$ cat src/hw/rtl/opaque_span_extractor_defines.svh
// assertion macros for the opaque span extractor
// expects i_clk and i_rst_n in the scope of the including module
`ifndef OPAQUE_SPAN_EXTRACTOR_DEFINES_SVH
`define OPAQUE_SPAN_EXTRACTOR_DEFINES_SVH

// plain property, checked outside reset
`define OSE_ASSERT(lbl, prop, msg) \
    lbl: assert property (@(posedge i_clk) disable iff (!i_rst_n) (prop)) \
        else $error(msg);

// overlapping implication, checked outside reset
`define OSE_ASSERT_IMP(lbl, ante, cons, msg) \
    lbl: assert property (@(posedge i_clk) disable iff (!i_rst_n) (ante) |-> (cons)) \
        else $error(msg);

`endif

$ cat src/hw/rtl/ose_pkg.sv
// shared types and constants of the opaque span extractor
// no dependencies
package ose_pkg;

    localparam int MAX_DIM_DEF = 4096;
    localparam int EVQ_DEPTH   = 4;

    localparam int PIX_W      = 32;
    localparam int DIM_W      = 13;
    localparam int OFS_W      = 12;
    localparam int COORD_W    = 13;
    localparam int TOTAL_W    = 24;
    localparam int CFG_IDX_W  = 3;
    localparam int CFG_DATA_W = 32;

    localparam logic [PIX_W-1:0] KEY_RESET = 32'h7774_7477;

    localparam logic KIND_SPAN   = 1'b0;
    localparam logic KIND_BOUNDS = 1'b1;

    typedef enum logic [CFG_IDX_W-1:0] {
        REG_KEY    = 3'd0,
        REG_WIDTH  = 3'd1,
        REG_HEIGHT = 3'd2,
        REG_OFS_X  = 3'd3,
        REG_OFS_Y  = 3'd4
    } t_cfg_reg;

    // what one pixel caused, as queued between front and back
    typedef struct packed {
        logic has_span;
        logic has_bounds;
    } t_ev_flags;

    localparam int EV_FLAGS_W = $bits(t_ev_flags);

endpackage

$ cat src/hw/rtl/ose_pix_if.sv
// pixel channel: valid/ready handshake with one 32-bit pixel
// depends on ose_pkg
interface ose_pix_if;
    import ose_pkg::*;

    logic             valid;
    logic             ready;
    logic [PIX_W-1:0] pixel;

    modport source (output valid, output pixel, input ready);
    modport sink   (input valid, input pixel, output ready);
endinterface

$ cat src/hw/rtl/ose_res_if.sv
// result channel: valid/ready handshake with a span or bounds result
// depends on ose_pkg
interface ose_res_if;
    import ose_pkg::*;

    logic               valid;
    logic               ready;
    logic               kind;
    logic [COORD_W-1:0] top;
    logic [COORD_W-1:0] bottom;
    logic [COORD_W-1:0] left;
    logic [COORD_W-1:0] right;
    logic               empty_res;
    logic [TOTAL_W-1:0] span_total;
    logic               last;

    modport source (
        output valid, output kind, output top, output bottom, output left,
        output right, output empty_res, output span_total, output last,
        input ready
    );
    modport sink (
        input valid, input kind, input top, input bottom, input left,
        input right, input empty_res, input span_total, input last,
        output ready
    );
endinterface

$ cat src/hw/rtl/opaque_span_extractor.sv
// opaque span extractor top level: config registers, front end, event queue, back end
// depends on ose_pkg, ose_pix_if, ose_res_if, ose_front, ose_evq, ose_back
// usage: pixels enter on i_pix in raster order over visible_width x visible_height;
// a pixel equal to transparent_key is transparent. each closed run of opaque pixels
// comes out on o_res as a span result (kind 0); after the last pixel of the image a
// bounds result (kind 1, last set) follows, with empty_res set if nothing was opaque.
// config is written through i_cfg_we / i_cfg_idx / i_cfg_data; the user must do so only
// while the block is idle, which the block does not enforce. a pixel's event enters the
// queue at its transaction edge, then the output register, where o_res.valid rises; the
// bounds from a pixel that also ends a span follows that span in the next output slot.
// throughput: one pixel per cycle while the event queue is not full; the back end drains
// one result per cycle through its single output register. the two-result pixel at image
// end takes a second output slot, absorbed by the four-entry event queue; in a 1x1 image
// every opaque pixel gives two results, so there the queue fills and i_pix.ready drops.
// a stalled receiver holds the output register; the queue fills and i_pix.ready drops.
// reset restores the register defaults and starts a fresh image at row 0, column 0.
`include "opaque_span_extractor_defines.svh"

module opaque_span_extractor #(
    parameter int MAX_DIM = ose_pkg::MAX_DIM_DEF
) (
    input  logic                            i_clk,
    input  logic                            i_rst_n,
    ose_pix_if.sink                         i_pix,
    ose_res_if.source                       o_res,
    input  logic                            i_cfg_we,
    input  logic [ose_pkg::CFG_IDX_W-1:0]   i_cfg_idx,
    input  logic [ose_pkg::CFG_DATA_W-1:0]  i_cfg_data
);
    import ose_pkg::*;

    localparam int CW   = $clog2(MAX_DIM);
    localparam int EV_W = EV_FLAGS_W + 3 * CW;

    logic [PIX_W-1:0] r_key;
    logic [DIM_W-1:0] r_width;
    logic [DIM_W-1:0] r_height;
    logic [OFS_W-1:0] r_ofs_x;
    logic [OFS_W-1:0] r_ofs_y;

    logic [CW-1:0] wlast;
    logic [CW-1:0] hlast;

    logic          ev_push;
    t_ev_flags     ev_flags;
    logic [CW-1:0] ev_row;
    logic [CW-1:0] ev_lo;
    logic [CW-1:0] ev_hi;

    logic          q_full;
    logic          q_empty;
    logic          q_pop;
    logic [EV_W-1:0] q_head;
    t_ev_flags     hd_flags;
    logic [CW-1:0] hd_row;
    logic [CW-1:0] hd_lo;
    logic [CW-1:0] hd_hi;

    always_ff @(posedge i_clk) begin
        if (!i_rst_n) begin
            r_key    <= KEY_RESET;
            r_width  <= DIM_W'(1);
            r_height <= DIM_W'(1);
            r_ofs_x  <= '0;
            r_ofs_y  <= '0;
        end else if (i_cfg_we) begin
            unique case (i_cfg_idx)
                REG_KEY:    r_key    <= i_cfg_data[PIX_W-1:0];
                REG_WIDTH:  r_width  <= i_cfg_data[DIM_W-1:0];
                REG_HEIGHT: r_height <= i_cfg_data[DIM_W-1:0];
                REG_OFS_X:  r_ofs_x  <= i_cfg_data[OFS_W-1:0];
                REG_OFS_Y:  r_ofs_y  <= i_cfg_data[OFS_W-1:0];
                default: ;
            endcase
        end
    end

    // last column and row index: zero acts as one, large values saturate
    always_comb begin
        if (r_width == '0) begin
            wlast = '0;
        end else if (32'(r_width) > MAX_DIM) begin
            wlast = CW'(MAX_DIM - 1);
        end else begin
            wlast = CW'(r_width - DIM_W'(1));
        end
        if (r_height == '0) begin
            hlast = '0;
        end else if (32'(r_height) > MAX_DIM) begin
            hlast = CW'(MAX_DIM - 1);
        end else begin
            hlast = CW'(r_height - DIM_W'(1));
        end
    end

    ose_front #(
        .MAX_DIM (MAX_DIM)
    ) u_front (
        .i_clk      (i_clk),
        .i_rst_n    (i_rst_n),
        .i_pix      (i_pix),
        .i_key      (r_key),
        .i_wlast    (wlast),
        .i_hlast    (hlast),
        .i_q_full   (q_full),
        .o_ev_push  (ev_push),
        .o_ev_flags (ev_flags),
        .o_ev_row   (ev_row),
        .o_ev_lo    (ev_lo),
        .o_ev_hi    (ev_hi)
    );

    ose_evq #(
        .WIDTH (EV_W),
        .DEPTH (EVQ_DEPTH)
    ) u_evq (
        .i_clk   (i_clk),
        .i_rst_n (i_rst_n),
        .i_push  (ev_push),
        .i_data  ({ev_flags, ev_row, ev_lo, ev_hi}),
        .i_pop   (q_pop),
        .o_data  (q_head),
        .o_full  (q_full),
        .o_empty (q_empty)
    );

    assign {hd_flags, hd_row, hd_lo, hd_hi} = q_head;

    ose_back #(
        .MAX_DIM (MAX_DIM)
    ) u_back (
        .i_clk      (i_clk),
        .i_rst_n    (i_rst_n),
        .i_ev_valid (!q_empty),
        .i_ev_flags (hd_flags),
        .i_ev_row   (hd_row),
        .i_ev_lo    (hd_lo),
        .i_ev_hi    (hd_hi),
        .i_ofs_x    (r_ofs_x),
        .i_ofs_y    (r_ofs_y),
        .o_ev_pop   (q_pop),
        .o_res      (o_res)
    );

    `OSE_ASSERT_IMP(a_q_no_overflow, ev_push, !q_full, "event pushed into a full queue")
    `OSE_ASSERT_IMP(a_span_ordered, ev_push && ev_flags.has_span, ev_lo <= ev_hi,
        "span start beyond span end")
    `OSE_ASSERT_IMP(a_empty_no_spans, o_res.valid && o_res.empty_res,
        o_res.span_total == '0, "empty bounds result with nonzero span count")

endmodule

$ cat src/hw/rtl/ose_front.sv
// front end: accepts pixels, tracks column, row and open run, classifies events
// depends on ose_pkg and ose_pix_if
module ose_front #(
    parameter int MAX_DIM = ose_pkg::MAX_DIM_DEF
) (
    input  logic                        i_clk,
    input  logic                        i_rst_n,
    ose_pix_if.sink                     i_pix,
    input  logic [ose_pkg::PIX_W-1:0]   i_key,
    input  logic [$clog2(MAX_DIM)-1:0]  i_wlast,
    input  logic [$clog2(MAX_DIM)-1:0]  i_hlast,
    input  logic                        i_q_full,
    output logic                        o_ev_push,
    output ose_pkg::t_ev_flags          o_ev_flags,
    output logic [$clog2(MAX_DIM)-1:0]  o_ev_row,
    output logic [$clog2(MAX_DIM)-1:0]  o_ev_lo,
    output logic [$clog2(MAX_DIM)-1:0]  o_ev_hi
);
    import ose_pkg::*;

    localparam int CW = $clog2(MAX_DIM);

    logic [CW-1:0] r_col;
    logic [CW-1:0] r_row;
    logic          r_in_run;
    logic [CW-1:0] r_run_start;

    logic accept;
    logic opaque;
    logic row_end;
    logic img_end;
    logic close_t;
    logic close_e;

    assign i_pix.ready = !i_q_full;
    assign accept      = i_pix.valid && i_pix.ready;

    assign opaque  = (i_pix.pixel != i_key);
    assign row_end = (r_col >= i_wlast);
    assign img_end = row_end && (r_row >= i_hlast);
    // a transparent pixel closes an open run; an opaque one at row end closes it too
    assign close_t = !opaque && r_in_run;
    assign close_e = row_end && opaque;

    always_comb begin
        o_ev_flags.has_span   = close_t || close_e;
        o_ev_flags.has_bounds = img_end;
        o_ev_row              = r_row;
        o_ev_lo               = (close_e && !r_in_run) ? r_col : r_run_start;
        o_ev_hi               = close_t ? (r_col - CW'(1)) : r_col;
    end

    assign o_ev_push = accept && (o_ev_flags.has_span || o_ev_flags.has_bounds);

    always_ff @(posedge i_clk) begin
        if (!i_rst_n) begin
            r_col       <= '0;
            r_row       <= '0;
            r_in_run    <= 1'b0;
            r_run_start <= '0;
        end else if (accept) begin
            r_in_run <= opaque && !row_end;
            if (opaque && !r_in_run) begin
                r_run_start <= r_col;
            end
            if (row_end) begin
                r_col <= '0;
                r_row <= img_end ? '0 : (r_row + CW'(1));
            end else begin
                r_col <= r_col + CW'(1);
            end
        end
    end

endmodule

$ cat src/hw/rtl/ose_evq.sv
// small event queue between front and back, flop based
// depends on ose_pkg for the default depth
module ose_evq #(
    parameter int WIDTH = 8,
    parameter int DEPTH = ose_pkg::EVQ_DEPTH
) (
    input  logic             i_clk,
    input  logic             i_rst_n,
    input  logic             i_push,
    input  logic [WIDTH-1:0] i_data,
    input  logic             i_pop,
    output logic [WIDTH-1:0] o_data,
    output logic             o_full,
    output logic             o_empty
);
    localparam int AW = (DEPTH > 1) ? $clog2(DEPTH) : 1;
    localparam int CNTW = $clog2(DEPTH + 1);

    logic [WIDTH-1:0] r_mem [DEPTH];
    logic [AW-1:0]    r_wptr;
    logic [AW-1:0]    r_rptr;
    logic [CNTW-1:0]  r_count;

    logic do_push;
    logic do_pop;

    assign o_full  = (r_count == CNTW'(DEPTH));
    assign o_empty = (r_count == '0);
    assign o_data  = r_mem[r_rptr];
    assign do_push = i_push && !o_full;
    assign do_pop  = i_pop && !o_empty;

    always_ff @(posedge i_clk) begin
        if (!i_rst_n) begin
            r_wptr  <= '0;
            r_rptr  <= '0;
            r_count <= '0;
        end else begin
            if (do_push) begin
                r_wptr <= (r_wptr == AW'(DEPTH - 1)) ? '0 : (r_wptr + AW'(1));
            end
            if (do_pop) begin
                r_rptr <= (r_rptr == AW'(DEPTH - 1)) ? '0 : (r_rptr + AW'(1));
            end
            if (do_push && !do_pop) begin
                r_count <= r_count + CNTW'(1);
            end else if (do_pop && !do_push) begin
                r_count <= r_count - CNTW'(1);
            end
        end
    end

    always_ff @(posedge i_clk) begin
        if (do_push) begin
            r_mem[r_wptr] <= i_data;
        end
    end

endmodule

$ cat src/hw/rtl/ose_back.sv
// back end: keeps bounding box and span count, formats results into the output register
// depends on ose_pkg and ose_res_if
module ose_back #(
    parameter int MAX_DIM = ose_pkg::MAX_DIM_DEF
) (
    input  logic                        i_clk,
    input  logic                        i_rst_n,
    input  logic                        i_ev_valid,
    input  ose_pkg::t_ev_flags          i_ev_flags,
    input  logic [$clog2(MAX_DIM)-1:0]  i_ev_row,
    input  logic [$clog2(MAX_DIM)-1:0]  i_ev_lo,
    input  logic [$clog2(MAX_DIM)-1:0]  i_ev_hi,
    input  logic [ose_pkg::OFS_W-1:0]   i_ofs_x,
    input  logic [ose_pkg::OFS_W-1:0]   i_ofs_y,
    output logic                        o_ev_pop,
    ose_res_if.source                   o_res
);
    import ose_pkg::*;

    localparam int CW = $clog2(MAX_DIM);
    localparam int SW = ((CW > OFS_W) ? CW : OFS_W) + 1;

    function automatic logic [COORD_W-1:0] add_ofs(
        input logic [CW-1:0]    c,
        input logic [OFS_W-1:0] o
    );
        logic [SW-1:0] s;
        s = SW'(c) + SW'(o);
        return s[COORD_W-1:0];
    endfunction

    // bookkeeping
    logic               r_span_done;
    logic               r_any;
    logic [CW-1:0]      r_box_top;
    logic [CW-1:0]      r_box_bottom;
    logic [CW-1:0]      r_box_left;
    logic [CW-1:0]      r_box_right;
    logic [TOTAL_W-1:0] r_span_count;

    // output register
    logic               r_out_valid;
    logic               r_kind;
    logic [COORD_W-1:0] r_top;
    logic [COORD_W-1:0] r_bottom;
    logic [COORD_W-1:0] r_left;
    logic [COORD_W-1:0] r_right;
    logic               r_empty;
    logic [TOTAL_W-1:0] r_total;
    logic               r_last;

    logic               out_free;
    logic               fire;
    logic               do_span;
    logic [CW-1:0]      n_box_left;
    logic [CW-1:0]      n_box_right;
    logic [TOTAL_W-1:0] n_span_count;

    assign out_free = !r_out_valid || o_res.ready;
    assign fire     = out_free && i_ev_valid;
    // span part of an event goes out first, bounds part on the next slot
    assign do_span  = i_ev_flags.has_span && !r_span_done;
    assign o_ev_pop = fire && !(do_span && i_ev_flags.has_bounds);

    assign n_box_left   = (!r_any || (i_ev_lo < r_box_left)) ? i_ev_lo : r_box_left;
    assign n_box_right  = (!r_any || (i_ev_hi > r_box_right)) ? i_ev_hi : r_box_right;
    assign n_span_count = r_span_count + TOTAL_W'(1);

    always_ff @(posedge i_clk) begin
        if (!i_rst_n) begin
            r_out_valid  <= 1'b0;
            r_span_done  <= 1'b0;
            r_any        <= 1'b0;
            r_box_top    <= '0;
            r_box_bottom <= '0;
            r_box_left   <= '1;
            r_box_right  <= '0;
            r_span_count <= '0;
        end else begin
            if (out_free) begin
                r_out_valid <= i_ev_valid;
            end
            if (fire) begin
                if (do_span) begin
                    if (!r_any) begin
                        r_box_top <= i_ev_row;
                    end
                    r_any        <= 1'b1;
                    r_box_left   <= n_box_left;
                    r_box_right  <= n_box_right;
                    r_box_bottom <= i_ev_row;
                    r_span_count <= n_span_count;
                    r_span_done  <= i_ev_flags.has_bounds;
                end else begin
                    r_any        <= 1'b0;
                    r_box_top    <= '0;
                    r_box_bottom <= '0;
                    r_box_left   <= '1;
                    r_box_right  <= '0;
                    r_span_count <= '0;
                    r_span_done  <= 1'b0;
                end
            end
        end
    end

    always_ff @(posedge i_clk) begin
        if (fire) begin
            if (do_span) begin
                r_kind   <= KIND_SPAN;
                r_top    <= add_ofs(i_ev_row, i_ofs_y);
                r_bottom <= add_ofs(i_ev_row, i_ofs_y);
                r_left   <= add_ofs(i_ev_lo, i_ofs_x);
                r_right  <= add_ofs(i_ev_hi, i_ofs_x);
                r_empty  <= 1'b0;
                r_total  <= n_span_count;
                r_last   <= 1'b0;
            end else begin
                r_kind   <= KIND_BOUNDS;
                r_top    <= r_any ? add_ofs(r_box_top, i_ofs_y) : '0;
                r_bottom <= r_any ? add_ofs(r_box_bottom, i_ofs_y) : '0;
                r_left   <= r_any ? add_ofs(r_box_left, i_ofs_x) : '0;
                r_right  <= r_any ? add_ofs(r_box_right, i_ofs_x) : '0;
                r_empty  <= !r_any;
                r_total  <= r_span_count;
                r_last   <= 1'b1;
            end
        end
    end

    assign o_res.valid      = r_out_valid;
    assign o_res.kind       = r_kind;
    assign o_res.top        = r_top;
    assign o_res.bottom     = r_bottom;
    assign o_res.left       = r_left;
    assign o_res.right      = r_right;
    assign o_res.empty_res  = r_empty;
    assign o_res.span_total = r_total;
    assign o_res.last       = r_last;

endmodule

$ cat src/flat_wrapper.sv
// flat-port wrapper written by rule: the top's interface ports become plain ports
module opaque_span_extractor_flat import ose_pkg::*;
#(
    parameter int MAX_DIM = ose_pkg::MAX_DIM_DEF
)
  (i_clk, i_rst_n, i_cfg_we, i_cfg_idx, i_cfg_data, i_pix_valid, i_pix_pixel, i_pix_ready, o_res_valid, o_res_kind, o_res_top, o_res_bottom, o_res_left, o_res_right, o_res_empty_res, o_res_span_total, o_res_last, o_res_ready);
  ose_pix_if i_pix_i ();
  ose_res_if o_res_i ();
  input  logic i_clk;
  input  logic i_rst_n;
  input  logic i_cfg_we;
  input  logic [ose_pkg::CFG_IDX_W-1:0] i_cfg_idx;
  input  logic [ose_pkg::CFG_DATA_W-1:0] i_cfg_data;
  input wire logic [$bits(i_pix_i.valid)-1:0] i_pix_valid;
  input wire logic [$bits(i_pix_i.pixel)-1:0] i_pix_pixel;
  output wire logic [$bits(i_pix_i.ready)-1:0] i_pix_ready;
  output wire logic [$bits(o_res_i.valid)-1:0] o_res_valid;
  output wire logic [$bits(o_res_i.kind)-1:0] o_res_kind;
  output wire logic [$bits(o_res_i.top)-1:0] o_res_top;
  output wire logic [$bits(o_res_i.bottom)-1:0] o_res_bottom;
  output wire logic [$bits(o_res_i.left)-1:0] o_res_left;
  output wire logic [$bits(o_res_i.right)-1:0] o_res_right;
  output wire logic [$bits(o_res_i.empty_res)-1:0] o_res_empty_res;
  output wire logic [$bits(o_res_i.span_total)-1:0] o_res_span_total;
  output wire logic [$bits(o_res_i.last)-1:0] o_res_last;
  input wire logic [$bits(o_res_i.ready)-1:0] o_res_ready;
  assign i_pix_i.valid = i_pix_valid;
  assign i_pix_i.pixel = i_pix_pixel;
  assign i_pix_ready = i_pix_i.ready;
  assign o_res_valid = o_res_i.valid;
  assign o_res_kind = o_res_i.kind;
  assign o_res_top = o_res_i.top;
  assign o_res_bottom = o_res_i.bottom;
  assign o_res_left = o_res_i.left;
  assign o_res_right = o_res_i.right;
  assign o_res_empty_res = o_res_i.empty_res;
  assign o_res_span_total = o_res_i.span_total;
  assign o_res_last = o_res_i.last;
  assign o_res_i.ready = o_res_ready;
  opaque_span_extractor #(.MAX_DIM(MAX_DIM)) u_core (.i_clk(i_clk), .i_rst_n(i_rst_n), .i_pix(i_pix_i), .o_res(o_res_i), .i_cfg_we(i_cfg_we), .i_cfg_idx(i_cfg_idx), .i_cfg_data(i_cfg_data));
endmodule
$ cat config.mk
export PLATFORM = sky130hd
export DESIGN_NAME = opaque_span_extractor_flat
export DESIGN_NICKNAME = d
export VERILOG_FILES = /design/src/hw/rtl/ose_pkg.sv /design/src/hw/rtl/ose_pix_if.sv /design/src/hw/rtl/ose_res_if.sv /design/src/hw/rtl/opaque_span_extractor.sv /design/src/hw/rtl/ose_front.sv /design/src/hw/rtl/ose_evq.sv /design/src/hw/rtl/ose_back.sv /design/src/flat_wrapper.sv
export VERILOG_INCLUDE_DIRS = /design/src /design/src/hw/rtl
export SDC_FILE = /design/constraint.sdc
export NUM_CORES = 1
export LEC_CHECK = 0
export ABC_AREA = 1
export BUFFER_PORTS_ARGS = -buffer_cell sky130_fd_sc_hd__buf_2
export CORE_MARGIN = 2
export CORE_UTILIZATION = 50
export CTS_CLUSTER_DIAMETER = 150
export DETAILED_ROUTE_END_ITERATION = 10
export PLACE_DENSITY = 0.72
export SLEW_MARGIN = 10
export SYNTH_ARGS = -nofsm -noshare
export SYNTH_HDL_FRONTEND = slang
export SYNTH_SLANG_ARGS = --single-unit
export TNS_END_PERCENT = 10
$ cat constraint.sdc
create_clock -name i_clk -period 8 [get_ports i_clk]
set_input_delay 1.6 -clock i_clk [delete_from_list [all_inputs] [get_ports i_clk]]
set_output_delay 1.6 -clock i_clk [all_outputs]
set_load 0.05 [all_outputs]
Yosys cells after proc, flatten, opt, wreduce, memory -nomap -nowiden. Memory sizes are Yosys's and may differ from the RTL's. A register that Yosys moved wholly into a read port is not among the register bits. Index checks and enable logic that the tools add are counted.

Bits in registers: 279. Bits in latches: 0. Bits in writable memories: 152. Bits in read-only memories: 0. Input port bits: 72. Output and inout bits: 81. Word-level logic and storage cells: 145. Memories kept: 1.

$add $sub $neg: 17. Multipliers: 0. Divide/modulo/power cells: 0. Order comparisons: 6. Equality and inequality tests: 11. Shift-type cells: 0. Mux-type cells: 36. Bitwise logic cells: 0. Reductions and logical operators: 47.

Memories: u_core.u_evq.r_mem (words 4, width 38, rd ports 1, clocked after memory_dff 1, write ports 1, line ose_evq.sv:19) `logic [WIDTH-1:0] r_mem [DEPTH];`.

Operator list (count): $mux W12 (15); $mux W13 (8); $add A12 B12 Y13 (7); $mux W24 (2); $sub A12 B1 Y12 const B (3); $ne A32 B32 Y1 (1); $gt A13 B13 Y1 const B (2); $logic_not A13 Y1 (2); $add A12 B1 Y12 const B (2); $add A24 B1 Y24 const B (1); $ge A12 B12 Y1 (2); $reduce_and A2 Y1 (10); $logic_and A1 B1 Y1 (16); $gt A12 B12 Y1 (1); $lt A12 B12 Y1 (1); $logic_not A1 Y1 (11); $mux W2 (4); $eq A3 B2 Y1 const B (2); $eq A3 B3 Y1 const B (2); $logic_not A3 Y1 (2); $mux W3 (2); $logic_or A1 B1 Y1 (5); $mux W1 (5); $add A2 B1 Y2 const B (2); other kinds (7) (9).

Longest topological paths before layout. Gate-level depths: netlist of run 1.

Depth after elaboration: 13. Depth in mapped cells: 31.

Hierarchy. Synthesis of run 1 repeated with hierarchy kept, for this count alone.

Cells, all modules: 3073. Area total of the unflattened synthesis: 24440.9 um^2.

By module, submodules not included: ose_back (times used 1, cells an instance 1546, area an instance 11228.3 um^2, sequential area each 3843.7 um^2); ose_evq (times used 1, cells an instance 440, area an instance 6139.6 um^2, sequential area each 4744.6 um^2); opaque_span_extractor (times used 1, cells an instance 519, area an instance 3647.2 um^2, sequential area each 1641.6 um^2); ose_front (times used 1, cells an instance 568, area an instance 3425.8 um^2, sequential area each 740.7 um^2).

Worst setup path after synthesis of run 1. No wires, ideal clock.

Path kind: input to register. From: in o_res_ready. To: reg u_core.u_back.r_bottom[0], in the netlist u_core.u_back.o_res.bottom[0] (enable). Library setup time: 0.473 ns. Arrival: 4.598 ns. Required time: 7.527 ns. Slack: 2.930 ns. Cell stages on the path: 4. Path buffers: 2. Cells stage by stage: nor2_1 > a31oi_2 > clkbuf_1 > clkbuf_1.

Cells in the longest elaborated chain, start to end: 2.

Ends and longest elaborated chain: from (decl) (line flat_wrapper.sv:26) `input wire logic [$bits(o_res_i.ready)-1:0] o_res_ready;`; $logic_or A1 B1 Y1 (line ose_back.sv:59) `assign out_free = !r_out_valid || o_res.ready;`; $logic_and A1 B1 Y1 (line ose_back.sv:60) `assign fire = out_free && i_ev_valid;`; named net u_core.u_back.fire (line ose_back.sv:53) `logic fire;`; to (signal assigned) (line ose_back.sv:112) `r_bottom <= add_ofs(i_ev_row, i_ofs_y);`; to (signal assigned) (line ose_back.sv:121) `r_bottom <= r_any ? add_ofs(r_box_bottom, i_ofs_y) : '0;`; to (decl) (line ose_back.sv:45) `logic [COORD_W-1:0] r_bottom;`.

The timed path passes the listed nets, and every way through them passes these cells. A chain may end at the register's enable or synchronous reset.

Worst setup path after layout of run 1.
From: reg u_core.r_width[0]. To: reg u_core.u_evq.r_count[1].

Cells in the longest elaborated chain, start to end: 12. Elaborated cells between the ends (all ways): 17. Classes of those cells: add/sub (1); order compare (2); mux (3); reduce/logical (11).

Ends and longest elaborated chain: from (decl) (line opaque_span_extractor.sv:36) `logic [DIM_W-1:0] r_width;`; from (signal assigned) (line opaque_span_extractor.sv:69) `REG_WIDTH: r_width <= i_cfg_data[DIM_W-1:0];`; $sub A12 B1 Y12 / $gt A13 B13 Y1 (equally long branches) (line opaque_span_extractor.sv:85, opaque_span_extractor.sv:82); $mux W12 (line opaque_span_extractor.sv:82) `end else if (32'(r_width) > MAX_DIM) begin`; $mux W12 * (line opaque_span_extractor.sv:80) `if (r_width == '0) begin`; $ge A12 B12 Y1 * (line ose_front.sv:39) `assign row_end = (r_col >= i_wlast);`; $logic_and A1 B1 Y1 (line ose_front.sv:43) `assign close_e = row_end && opaque;`; $logic_or A1 B1 Y1 (line ose_front.sv:46) `o_ev_flags.has_span = close_t || close_e;`; $logic_or A1 B1 Y1 * (line ose_front.sv:53) `assign o_ev_push = accept && (o_ev_flags.has_span || o_ev_flags.has_bounds);`; $logic_and A1 B1 Y1 * (line ose_front.sv:53); $logic_and A1 B1 Y1 * (line ose_evq.sv:30) `assign do_push = i_push && !o_full;`; named net u_core.u_evq.do_push (line ose_evq.sv:24) `logic do_push;`; $logic_not A1 Y1 (line ose_evq.sv:47) `end else if (do_pop && !do_push) begin`; $logic_and A1 B1 Y1 (line ose_evq.sv:47); $reduce_bool A2 Y1 (no source line); to (signal assigned) (line ose_evq.sv:46) `r_count <= r_count + CNTW'(1);`; to (signal assigned) (line ose_evq.sv:48) `r_count <= r_count - CNTW'(1);`; to (decl) (line ose_evq.sv:22) `logic [CNTW-1:0] r_count;`.

The timed path passes the listed nets; every way through them passes the cells marked *.

==> results of run 1 <==
-- cells in the final DEF (no fill, tap or decap), drive strengths merged, types with 14 or more instances in the layout --
cell type,synthesis,final
clkinv,4,22
o211ai,15,15
nand3,164,164
o22ai,20,20
nor2,312,312
o21ai,315,315
nand4,29,29
dfxtp,203,203
nor3,26,26
xnor2,44,44
a21oi,234,234
edfxtp,230,230
buf,40,164
ha,144,144
inv,244,246
xor2,38,38
clkbuf,60,55
nand2,561,561
a21o,14,14
-- critical path: cells and delay by family (launching register included) --
kind / cells / cell delay [ns]
AND/OR/NAND/NOR: 8 / 1.59
adder cells (fa/ha/maj): 4 / 1.10
AO/OA/AOI/OAI: 5 / 0.78
buffers and inverters: 6 / 0.55
flip-flops: 1 / 0.33
-- power groups by stage --
stage	clock network, uW	registers [uW]	logic, uW
2_1_floorplan	0	4000	2760
3_3_place_gp	0	3310	4440
3_5_place_dp	0	3320	4540
4_1_cts	2350	3280	4570
5_1_grt	2440	3330	5110
6_report	2310	3280	4590
-- layout make-up --
class / instances / area [sq um]
fillers: 4054 / 19500
flip-flops and latches: 433 / 11000
multi-input cells: 1982 / 10800
clock buffers: 55 / 1240
inverters: 248 / 931
repair buffers: 164 / 853
well taps: 600 / 751
clock inverters: 33 / 423
-- state kept, by name, indices dropped and copies added (netlist names), 13 cells and up, named ones only --
signal / cells
u_core.u_back.o_res.left: 13
u_core.u_evq.r_mem: 152
u_core.u_back.r_span_count: 24
u_core.u_back.o_res.right: 13
u_core.r_width: 13
u_core.u_back.o_res.span_total: 24
u_core.u_back.o_res.bottom: 13
u_core.r_height: 13
u_core.r_key: 32
u_core.u_back.o_res.top: 13
-- final timing paths --
check,startpoint,to,slack (ns),depth (start not counted)
setup / recovery,u_core.r_width[0],u_core.u_evq.r_count[1],3.54,23
setup reg to reg,u_core.r_width[0],u_core.u_evq.r_count[1],3.54,23
hold reg to reg,u_core.u_front.r_run_start[10],u_core.u_front.r_run_start[10],0.45,2
hold / removal,u_core.u_front.r_run_start[10],u_core.u_front.r_run_start[10],0.45,2
-- logic make-up after synthesis --
group	count (synthesis)	share of synthesized area, %
flops	433	47.6
fa+ha+maj	152	8.51
buf+inv	348	5.90
simple gates	1109	20.0
xor+xnor	82	3.11
compound gates	639	14.9
-- layer usage --
layer | GRT usage, % | routed length [um] | up-vias
met5 | 0 | 0 | -
met1 | 31.6 | 25500 | 9002
li1 | - | - | 9644
met3 | 4.29 | 3920 | 102
met4 | 9.37 | 1870 | 0
met2 | 40.4 | 27100 | 645
-- through the flow --
step / power (uW) / worst slack (ns) / cells
4_1_cts: 10200 / 3.57 / 3515
5_1_grt: 10900 / 2.98 / 3515
6_report: 10200 / 3.54 / 3515
3_3_place_gp: 7750 / 3.70 / 3427
3_5_place_dp: 7860 / 3.57 / 3427
2_1_floorplan: 6760 / 2.93 / 2763
==> results.txt, run 1 <==
* Required arrival time at the worst endpoint: 8.48 ns
- Power Internal: 5680 uW
- Largest stage delay, worst path: 0.41 ns
- Once the floorplan was initialized, standard cells occupied 50.7% of the core.
* Max Transition Viols Final: 0
- Core footprint: 0.0455 sq mm
- PD cells: 393 mW/mm^2
- IR Drop Worst-Case VDD: 0.303 mV
* Clock edge transition at the registers on the reported setup and hold paths: 0.06 ns
- Derived from the worst setup path, the maximum achievable clock frequency is 224 MHz.
* Setup repair after global routing missed its margin: no
- For the final database, setup skew stands at 0.0247 ns.
* Number of enable flip-flop cells after synthesis: 230
- STA classifies the critical path startpoint as a flip-flop.
- Part of the Yosys area used for sequential elements: 47.6%
- Endpoint class of the critical path: flip-flop
* Vias in the first global route: 18200
* Arrival time of the worst setup path: 4.94 ns
- For this block, the initial DRC count from the detailed router was 1656.
- #FFs+latches synth: 433
* Total nets after synthesis: 2987
- Remaining global-route overflow: 0
* Critical-path top delay cell: sky130_fd_sc_hd__fa_1
- Max-cap violations in this run came to 0.
- In this run the post-CTS setup repair buffer count came out at 0.
- CTS max path bufs: 3
* Async SR Flop Fraction: 0%
- In the final routed layout, each cell accounts on average for 16.6 um.
- Weighted congestion reported at the end of routability-driven placement: 0.894
* Synthesized cell area: 0.0231 sq mm
* Count of synthesis-stage warnings from yosys: 0
- DR vias: 19400
- Post-cts sizing count: 0
- During I/O placement, the number of pins put on the boundary was 153.
- The first global-routing pass estimated 93.0 mm of wire.
* Leading post-synthesis cells by cell area: sky130_fd_sc_hd__edfxtp_1, sky130_fd_sc_hd__dfxtp_1, sky130_fd_sc_hd__nand2_1
- Cells fill 57.0% of the core in the end.
* Routed vias/inst: 5.52
* Post-route ant nets: 0
- Layout cells sized above 1: 9.26%
- Total placed instance area: 0.0243 sq mm
* Insertion delay of the later-clocked pin in the worst-skew pair: 0.59 ns
- The synthesized design spends more area on one cell type than any other, namely sky130_fd_sc_hd__edfxtp_1.
- The H-tree was split into 2 levels.
- Area share of the largest cell type after synthesis: 30.0%
- After technology mapping, the gate count stands at 2763.
- Cell with the most instances on the worst path: sky130_fd_sc_hd__inv_1
- The count of buffers added on input and output ports is 152.
- Number of clock sinks: 433
- Final nets: 3100
- Once detailed placement completed, the half-perimeter wirelength came to 40.9 mm.
* Switch Pwr: 4500 uW
- Quantity of hold-fixing buffers added after cts: 0
- By startpoint and endpoint, the worst setup path is classified as flip-flop to flip-flop.
- After detailed routing, the total wire length is 58.4 mm.
- Antenna violations before repair: 1
- The run finished with clean final reports.
- Fraction of power consumed by combinational cells: 45.0%
- The signal on the critical path passes through inv_1 -> ha_1 -> inv_1 -> nor3_1 -> inv_1 -> nor2_1 -> nand3_1 -> nand2_1 -> inv_1 -> o21ai_0 -> ha_1 -> a21oi_1 -> o21a_1 -> nand4_2 -> nand2_1 -> nand3_1 -> nand2_1 -> inv_1 -> ha_1 -> inv_1 -> fa_1 -> o21ai_0 -> a21oi_1.
* Class of the most critical hold timing path: flip-flop to flip-flop
* Number of antenna repair diodes: 0
- Worst-margin pin slew: 1.17 ns
- In this run the tightest slew margin relative to its limit is 21.6%.
* Avg Inst Size Synth: 8.34 sq um
- In the routed design, unresolved DRC markers number 0.
* Height of the die: 219 um
- The root buffer cell chosen for the clock tree is sky130_fd_sc_hd__clkbuf_16.
* Commonest cells in the netlist: sky130_fd_sc_hd__nand2_1, sky130_fd_sc_hd__nor2_1, sky130_fd_sc_hd__o21ai_0, sky130_fd_sc_hd__inv_1, sky130_fd_sc_hd__a21oi_1
* Net switching share of the total power: 44.2%
* Die width: 219 um
- The number of clock buffers added by TritonCTS is 47.
- The final-report hold violation count was 0.
* Drt pass-1 iters: 7
- Summed area of non-filler cells in the final layout: 0.0259 sq mm
- Largest driver fanout on the critical path: 7
- The routed design could run at a clock period as short as 4.46 ns.
* Fraction of power consumed by sequential logic: 32.2%
* Setup TNS: 0 ns
- The most used flip-flop cell after synthesis is sky130_fd_sc_hd__edfxtp_1.
* Leakage power of the design: 0.0112 uW
* Die area: 0.0478 sq mm
- Row count: 78
* Most frequent cell after synthesis: sky130_fd_sc_hd__nand2_1
* Number of distinct library cell variants in the gate-level netlist after synthesis: 50
* Largest net degree at the start of global routing: 113
- TritonCTS built the clock tree.
- Global routing usage summed across all routing layers: 24.3%
* Hold slack: 0.448 ns
- Power share of the clock group: 22.7%
- Setup violations remaining at the end of the flow were counted as 0.
- Relative area change from synthesis to final layout: 12.5%
* Final worst-path cycle share: 55.7%
Power figures use the tool's default switching activity.
==> run 2, diff against run 1 <==
==> constraint.sdc (replaced) <==
create_clock -name i_clk -period 4.3 [get_ports i_clk]
set_input_delay 0.86 -clock i_clk [delete_from_list [all_inputs] [get_ports i_clk]]
set_output_delay 0.86 -clock i_clk [all_outputs]
set_load 0.05 [all_outputs]
==> results.txt, run 2 (synthesis gave the netlist of run 1 again) <==
- Run status: complete, no violations
- The initial antenna violation count was 2.
- The first detailed-routing pass ran for 6 iterations.
- The worst pin sits at a relative slew slack of 41.3%.
- Counting both buffers and inverters, the worst setup path holds a total of 6.
* Most common cell after layout, fill and taps aside: sky130_fd_sc_hd__nand2_1
* Number of clock sinks: 433
- At the worst endpoint, the arrival time is 4.45 ns.
* Kind of cell adding the most delay to the critical path: simple AND/OR/NAND/NOR gates
- Clock tree root buffer cell: sky130_fd_sc_hd__clkbuf_16
* Biggest registers after layout: u_core.u_evq.r_mem: 152 flops, u_core.r_key: 32 flops
- After detailed routing, the number of vias per cell comes to 5.52.
- Height of the die: 219 um
- Layout cells sized above 1: 10.2%
* Global routing usage summed across all routing layers: 24.5%
- Final hold violations: 0
- Reg with most FFs: u_core.u_evq.r_mem
- Clock latency on the worst-skew pair, taken at its later pin, is 0.59 ns.
- The floorplan has 78 rows.
- Weighted congestion reported at the end of routability-driven placement: 0.889
* Cell with the most instances on the worst path: sky130_fd_sc_hd__inv_1
- Htree depth: 2
- The max-slew violation total from the final report was 0.
- Critical path startpoint category: flip-flop
- Summing all flip-flop and latch instances after layout gives 0.0110 sq mm.
* Hold slack: 0.446 ns
* Final Non-Filler Cells: 3528
* CTS max path bufs: 3
- The first global-routing pass estimated 93.6 mm of wire.
* Setup TNS: 0 ns
- The area growth from synthesis to layout is 13.0%.
- Input and output buffers added on the ports amount to 152.
* Area occupied by multi-input gates: 0.0108 sq mm
- TritonCTS built the clock tree.
- Final nets: 3115
- VDD sags by at most 0.605 mV.
- Critical-path top delay cell: sky130_fd_sc_hd__fa_2
- Endpoint class of the critical path: flip-flop
- After clock tree synthesis, the clock-pin slew on the worst setup and hold paths is 0.06 ns.
* Fin crit period: 3.99 ns
- The tool flagged a number of max-cap violations equal to 0.
- Largest net degree at the start of global routing: 125
* Max reg flops: 152
* Finish-stage setup viols: 0
- Worst-margin pin slew: 0.879 ns
* Number of antenna repair diodes: 0
- Between clock sinks in the finished design, the worst skew comes to 0.0209 ns.
- Depth of the worst register-to-register path: 25
- Filler instances: 4050
* Wire length per cell after detailed routing: 16.8 um
- Largest stage delay, worst path: 0.44 ns
- Effective utilization at floorplan: 50.7%
- Number of gates on the worst path with buffers counted: 25
- By startpoint and endpoint, the worst setup path is classified as flip-flop to flip-flop.
- PD cells: 722 mW/mm^2
- Final worst-path cycle share: 92.8%
* Max Clk Rate: 251 MHz
- At the placement stage, the worst setup path has a slack of 0.0154 ns.
* Final wirelength: 59.1 mm
- Largest driver fanout on the critical path: 7
- The min-delay analysis places its worst path in the category flip-flop to flip-flop.
- HPWL after detailed placement: 42.0 mm
* Vias in the first global route: 18400
- After floorplanning, the core was sized to cover 0.0455 sq mm.
* Number of DRC markers in iteration 0: 1718
- Required arrival time at the worst endpoint: 4.76 ns
- After global routing the overflow that remains totals 0.
- Worst Setup Slack, final: 0.308 ns
* Post-route ant nets: 0
- In this run the static leakage power is 0.0112 uW.
- For this design the top-level I/O count stands at 153.
* DR vias: 19500
- Die width: 219 um
- Counting instances, the worst hold path has a depth of 2.
- The number of placed instances, taps included, is 3439.
- Number of design rule violations left after detail routing: 0
- The die covers 0.0478 sq mm.
* Clock buffer count from CTS: 47
- In the layout the commonest cells are sky130_fd_sc_hd__nand2_1, sky130_fd_sc_hd__o21ai_0, sky130_fd_sc_hd__nor2_1.
[run 2: cell types whose count changed in the layout (fill, tap and decap cells not counted), sizes merged]
cell    delta
buf       +15
clkbuf    +11
clkinv    -10
bufinv     -4
inv        +1
[run 2: power breakdown]
part	switching (uW)	total, uW	internal (uW)
sequential	508	6110	5600
combinational	6190	8600	2420
clock	1690	4100	2420
[run 2: worst reg2reg max path, delay by kind of cell (launching register included)]
| kind | cells | cell delay, ns |
|---|---|---|
| compound gates | 3 | 0.45 |
| fa+ha+maj | 4 | 1.11 |
| simple gates | 12 | 1.46 |
| flops | 1 | 0.33 |
| buf+inv | 6 | 0.51 |
[run 2: layer usage]
metal,vias up,global-route usage [%],routed length [um]
met3,109,3.27,3710
met1,9063,32.0,25900
met2,627,41.6,27900
li1,9664,-,-
met5,-,0,0
met4,0,8.63,1680
[run 2: what timing repair did]
action / CTS / global route
buffers inserted: 0 / 3
gates resized for setup: 1 / 22
hold endpoints to repair: 0 / 0
pin swaps: 0 / 5
setup endpoints to repair: 1 / 155
hold buffers: 0 / 0
[run 2: cell type report]
cell class	instances	area share, %
Clock buffer	66	4.99
Clock inverter	20	0.975
Inverter	248	3.57
Multi-Input combinational cell	1982	41.5
Sequential cell	433	42.1
Tap cell	600	2.88
Timing Repair Buffer	179	3.95
[run 2: final timing paths]
| kind | from | end | slack (ns) |
|---|---|---|---|
| max | u_core.r_width[0] | u_core.u_evq.r_count[1] | 0.31 |
| min | u_core.u_front.r_run_start[9] | u_core.u_front.r_run_start[9] | 0.45 |
| max reg2reg | u_core.r_width[0] | u_core.u_evq.r_count[1] | 0.31 |
| min reg2reg | u_core.u_front.r_run_start[9] | u_core.u_front.r_run_start[9] | 0.45 |
[run 2: stage by stage]
step           utilization [%]  cell area [sq um]  total power [uW]
6_report                  57.3              26100             18800
5_1_grt                   57.3              26100             20100
4_1_cts                   57.1              26000             18800
3_5_place_dp              53.7              24400             14700
3_3_place_gp              53.7              24400             14400
2_1_floorplan                -              23100             12600
==> run 3, diff against run 2 <==
--- a/config.mk
+++ b/config.mk
@@ -11,8 +11,9 @@
 export CORE_MARGIN = 2
 export CORE_UTILIZATION = 50
 export CTS_CLUSTER_DIAMETER = 150
+export CTS_CLUSTER_SIZE = 10
 export DETAILED_ROUTE_END_ITERATION = 10
-export PLACE_DENSITY = 0.72
+export PLACE_DENSITY = 0.65
 export SLEW_MARGIN = 10
 export SYNTH_ARGS = -nofsm -noshare
 export SYNTH_HDL_FRONTEND = slang
==> results.txt, run 3 (synthesis gave the netlist of run 1 again) <==
- In this run the vertical extent of the chip is 219 um.
- Sequential cells burn 33.0% of the power.
- Commonest cells after routing, fill and taps aside: sky130_fd_sc_hd__nand2_1, sky130_fd_sc_hd__o21ai_0, sky130_fd_sc_hd__nor2_1
- From synthesis to final layout, the design area changed by 12.7%.
- Largest stage delay, worst path: 0.44 ns
- The internal power of the cells totals 10200 uW.
- Power share of the clock group: 20.5%
- Global routing used 24.5% of the available tracks.
- Die width: 219 um
* Insertion delay of the later-clocked pin in the worst-skew pair: 0.60 ns
* Endpoint class of the critical path: flip-flop
- For the worst setup path, the data arrival time is 4.54 ns.
* Clock edge transition at the registers on the reported setup and hold paths: 0.06 ns
* Effective utilization at floorplan: 50.7%
* First-pass GRT wire length: 93.2 mm
- Summing all multi-input logic gate instances after layout gives 0.0108 sq mm.
- Max Cap Viol: 0
- Register-to-register setup slack: 0.24 ns
- Final worst-path cycle share: 94.4%
- CTS built an H-tree with a depth of 2.
- Source of the critical timing path: u_core.r_height[1]
* PD cells: 714 mW/mm^2
- By startpoint and endpoint, the worst setup path is classified as flip-flop to flip-flop.
- Input and output buffers added on the ports amount to 152.
- Final nets: 3123
- The design draws 18500 uW.
* Worst-margin pin slew: 0.872 ns
* Die area: 0.0478 sq mm
* TritonCTS clock tree: done
- Remaining global-route overflow: 0
- Critical-path top delay cell: sky130_fd_sc_hd__fa_2
- Core footprint: 0.0455 sq mm
- The library cell used most frequently in the layout, excluding fill and tap cells, is sky130_fd_sc_hd__nand2_1.
- Max Clk Rate: 246 MHz
- 153 I/O pins were placed.
- The clock passes through at most 3 buffers.
- Measured against its own limit, the worst slew margin works out to 41.7%.
- Largest net degree at the start of global routing: 131
* Clock tree root buffer cell: sky130_fd_sc_hd__clkbuf_16
- Post-route ant nets: 0
- Depth of the worst register-to-register path: 28
- The final-report hold violation count is 0.
* HPWL after detailed placement: 41.8 mm
* Routed vias/inst: 5.44
- On the final layout, the worst clock skew is 0.0304 ns.
* Summed area of non-filler cells in the final layout: 0.0260 sq mm
- Max reg flops: 152
* IR Drop Worst-Case VDD: 0.645 mV
- Leakage power of the design: 0.0112 uW
- STA puts the critical path data required time at 4.78 ns.
- Start of the worst register-to-register path: u_core.r_height[1]
- Switch Pwr: 8330 uW
- Net switching share of the total power: 44.9%
- The first detailed-routing pass ran for 6 iterations.
* Fraction of power consumed by combinational cells: 46.5%
- The startpoint identified for the worst hold timing path is u_core.u_front.r_run_start[6].
- Number of DRC markers in iteration 0: 1750
- Layout cells sized above 1: 9.92%
- Biggest registers after layout: u_core.u_evq.r_mem: 152 flops, u_core.r_key: 32 flops
- Fill cells in the final layout number 4121.
- The max-slew violation total from the final report came to 0.
* End point of the most critical hold path: u_core.u_front.r_run_start[6]
- Clock buffer count from CTS: 49
* Class of the most critical hold timing path: flip-flop to flip-flop
* Number of design rule violations left after detail routing: 0
- Counting stages on the worst path, the most repeated cell is sky130_fd_sc_hd__inv_2.
- The final route contains 19200 vias.
- The flow ran to the end, and the final reports show no timing, DRC or antenna violations.
- Number of clock sinks: 433
- The worst path needs 4.06 ns of the cycle, external delays included.
- Row count: 78
* Total placed instance area: 0.0244 sq mm
- The congestion estimate from routability-driven global placement came to 0.928.
- Antenna violations before repair: 1
- Wire length per cell after detailed routing: 16.7 um
- The worst setup path is launched from a flip-flop.
- Final Non-Filler Cells: 3535
- Largest driver fanout on the critical path: 5
* Placed cell count: 3439
- Finish-stage setup viols: 0
- Worst hold path depth: 2
- After detailed routing, the total wire length is 59.0 mm.
- Worst Setup Slack, final: 0.239 ns
- Reg with most FFs: u_core.u_evq.r_mem
* Vias in the first global route: 18100
* Setup slack at placement: 0.0794 ns
- Worst reg2reg endpoint: u_core.u_evq.r_count[1]
* Area occupied by registers: 0.0110 sq mm
## run 3: what timing repair did
action | in CTS | in global routing
buffers inserted | 0 | 8
setup endpoints to repair | 0 | 167
resized for setup | 0 | 29
hold buffers | 0 | 0
## run 3: worst max-delay path: cells and delay by family, from the launching register on
family	cells	cell delay (ns)
buf+inv	8	0.64
compound gates	4	0.45
simple gates	12	1.45
fa+ha+maj	4	1.05
flops	1	0.32
## run 3: worst max-delay path by stage
stage / endpoint / slack (ns) / depth (start not counted)
final: u_core.u_evq.r_count[1] / 0.24 / 28
after global routing: u_core.u_evq.r_count[1] / -0.04 / 28
after CTS: u_core.u_evq.r_count[1] / 0.02 / 23
after detailed placement: u_core.u_evq.r_count[1] / 0.08 / 23
after global placement: u_core.u_evq.r_count[1] / 0.25 / 23
after floorplan: u_core.u_evq.r_mem[0][0] / -0.28 / 21
## run 3: final cells by class
cell class              instances  share of cell area [%]
diodes                          1                 0.00963
clock buffers                  83                    5.29
clock inverters                 3                   0.173
inverters                     248                    3.58
repair inverters                1                  0.0289
multi-input cells            1982                    41.7
repair buffers                184                    4.10
well taps                     600                    2.89
flip-flops and latches        433                    42.2
## run 3: power groups by stage
stage	logic, uW	clock network [uW]	registers, uW
6_report	8620	3810	6110
5_1_grt	9630	4040	6210
4_1_cts	8560	3880	6110
3_5_place_dp	8500	0	6190
3_3_place_gp	8320	0	6170
2_1_floorplan	5110	0	7440
## run 3: stage by stage
stage / hold slack (ns) / utilization [%] / setup TNS, ns
floorplan: 0.425 / - / -44.91
global placement: 0.434 / 53.7 / 0
detailed placement: 0.441 / 53.7 / 0
CTS: 0.439 / 56.8 / 0
global route: 0.471 / 57.1 / -0.0353
finish: 0.448 / 57.1 / 0
## run 3: routing by layer
metal,vias up,wire [um],global-route usage [%]
met1,8909,27100,33.1
met4,0,1610,8.20
met2,513,27300,40.5
li1,9695,-,-
met3,107,3030,3.24
met5,-,0,0
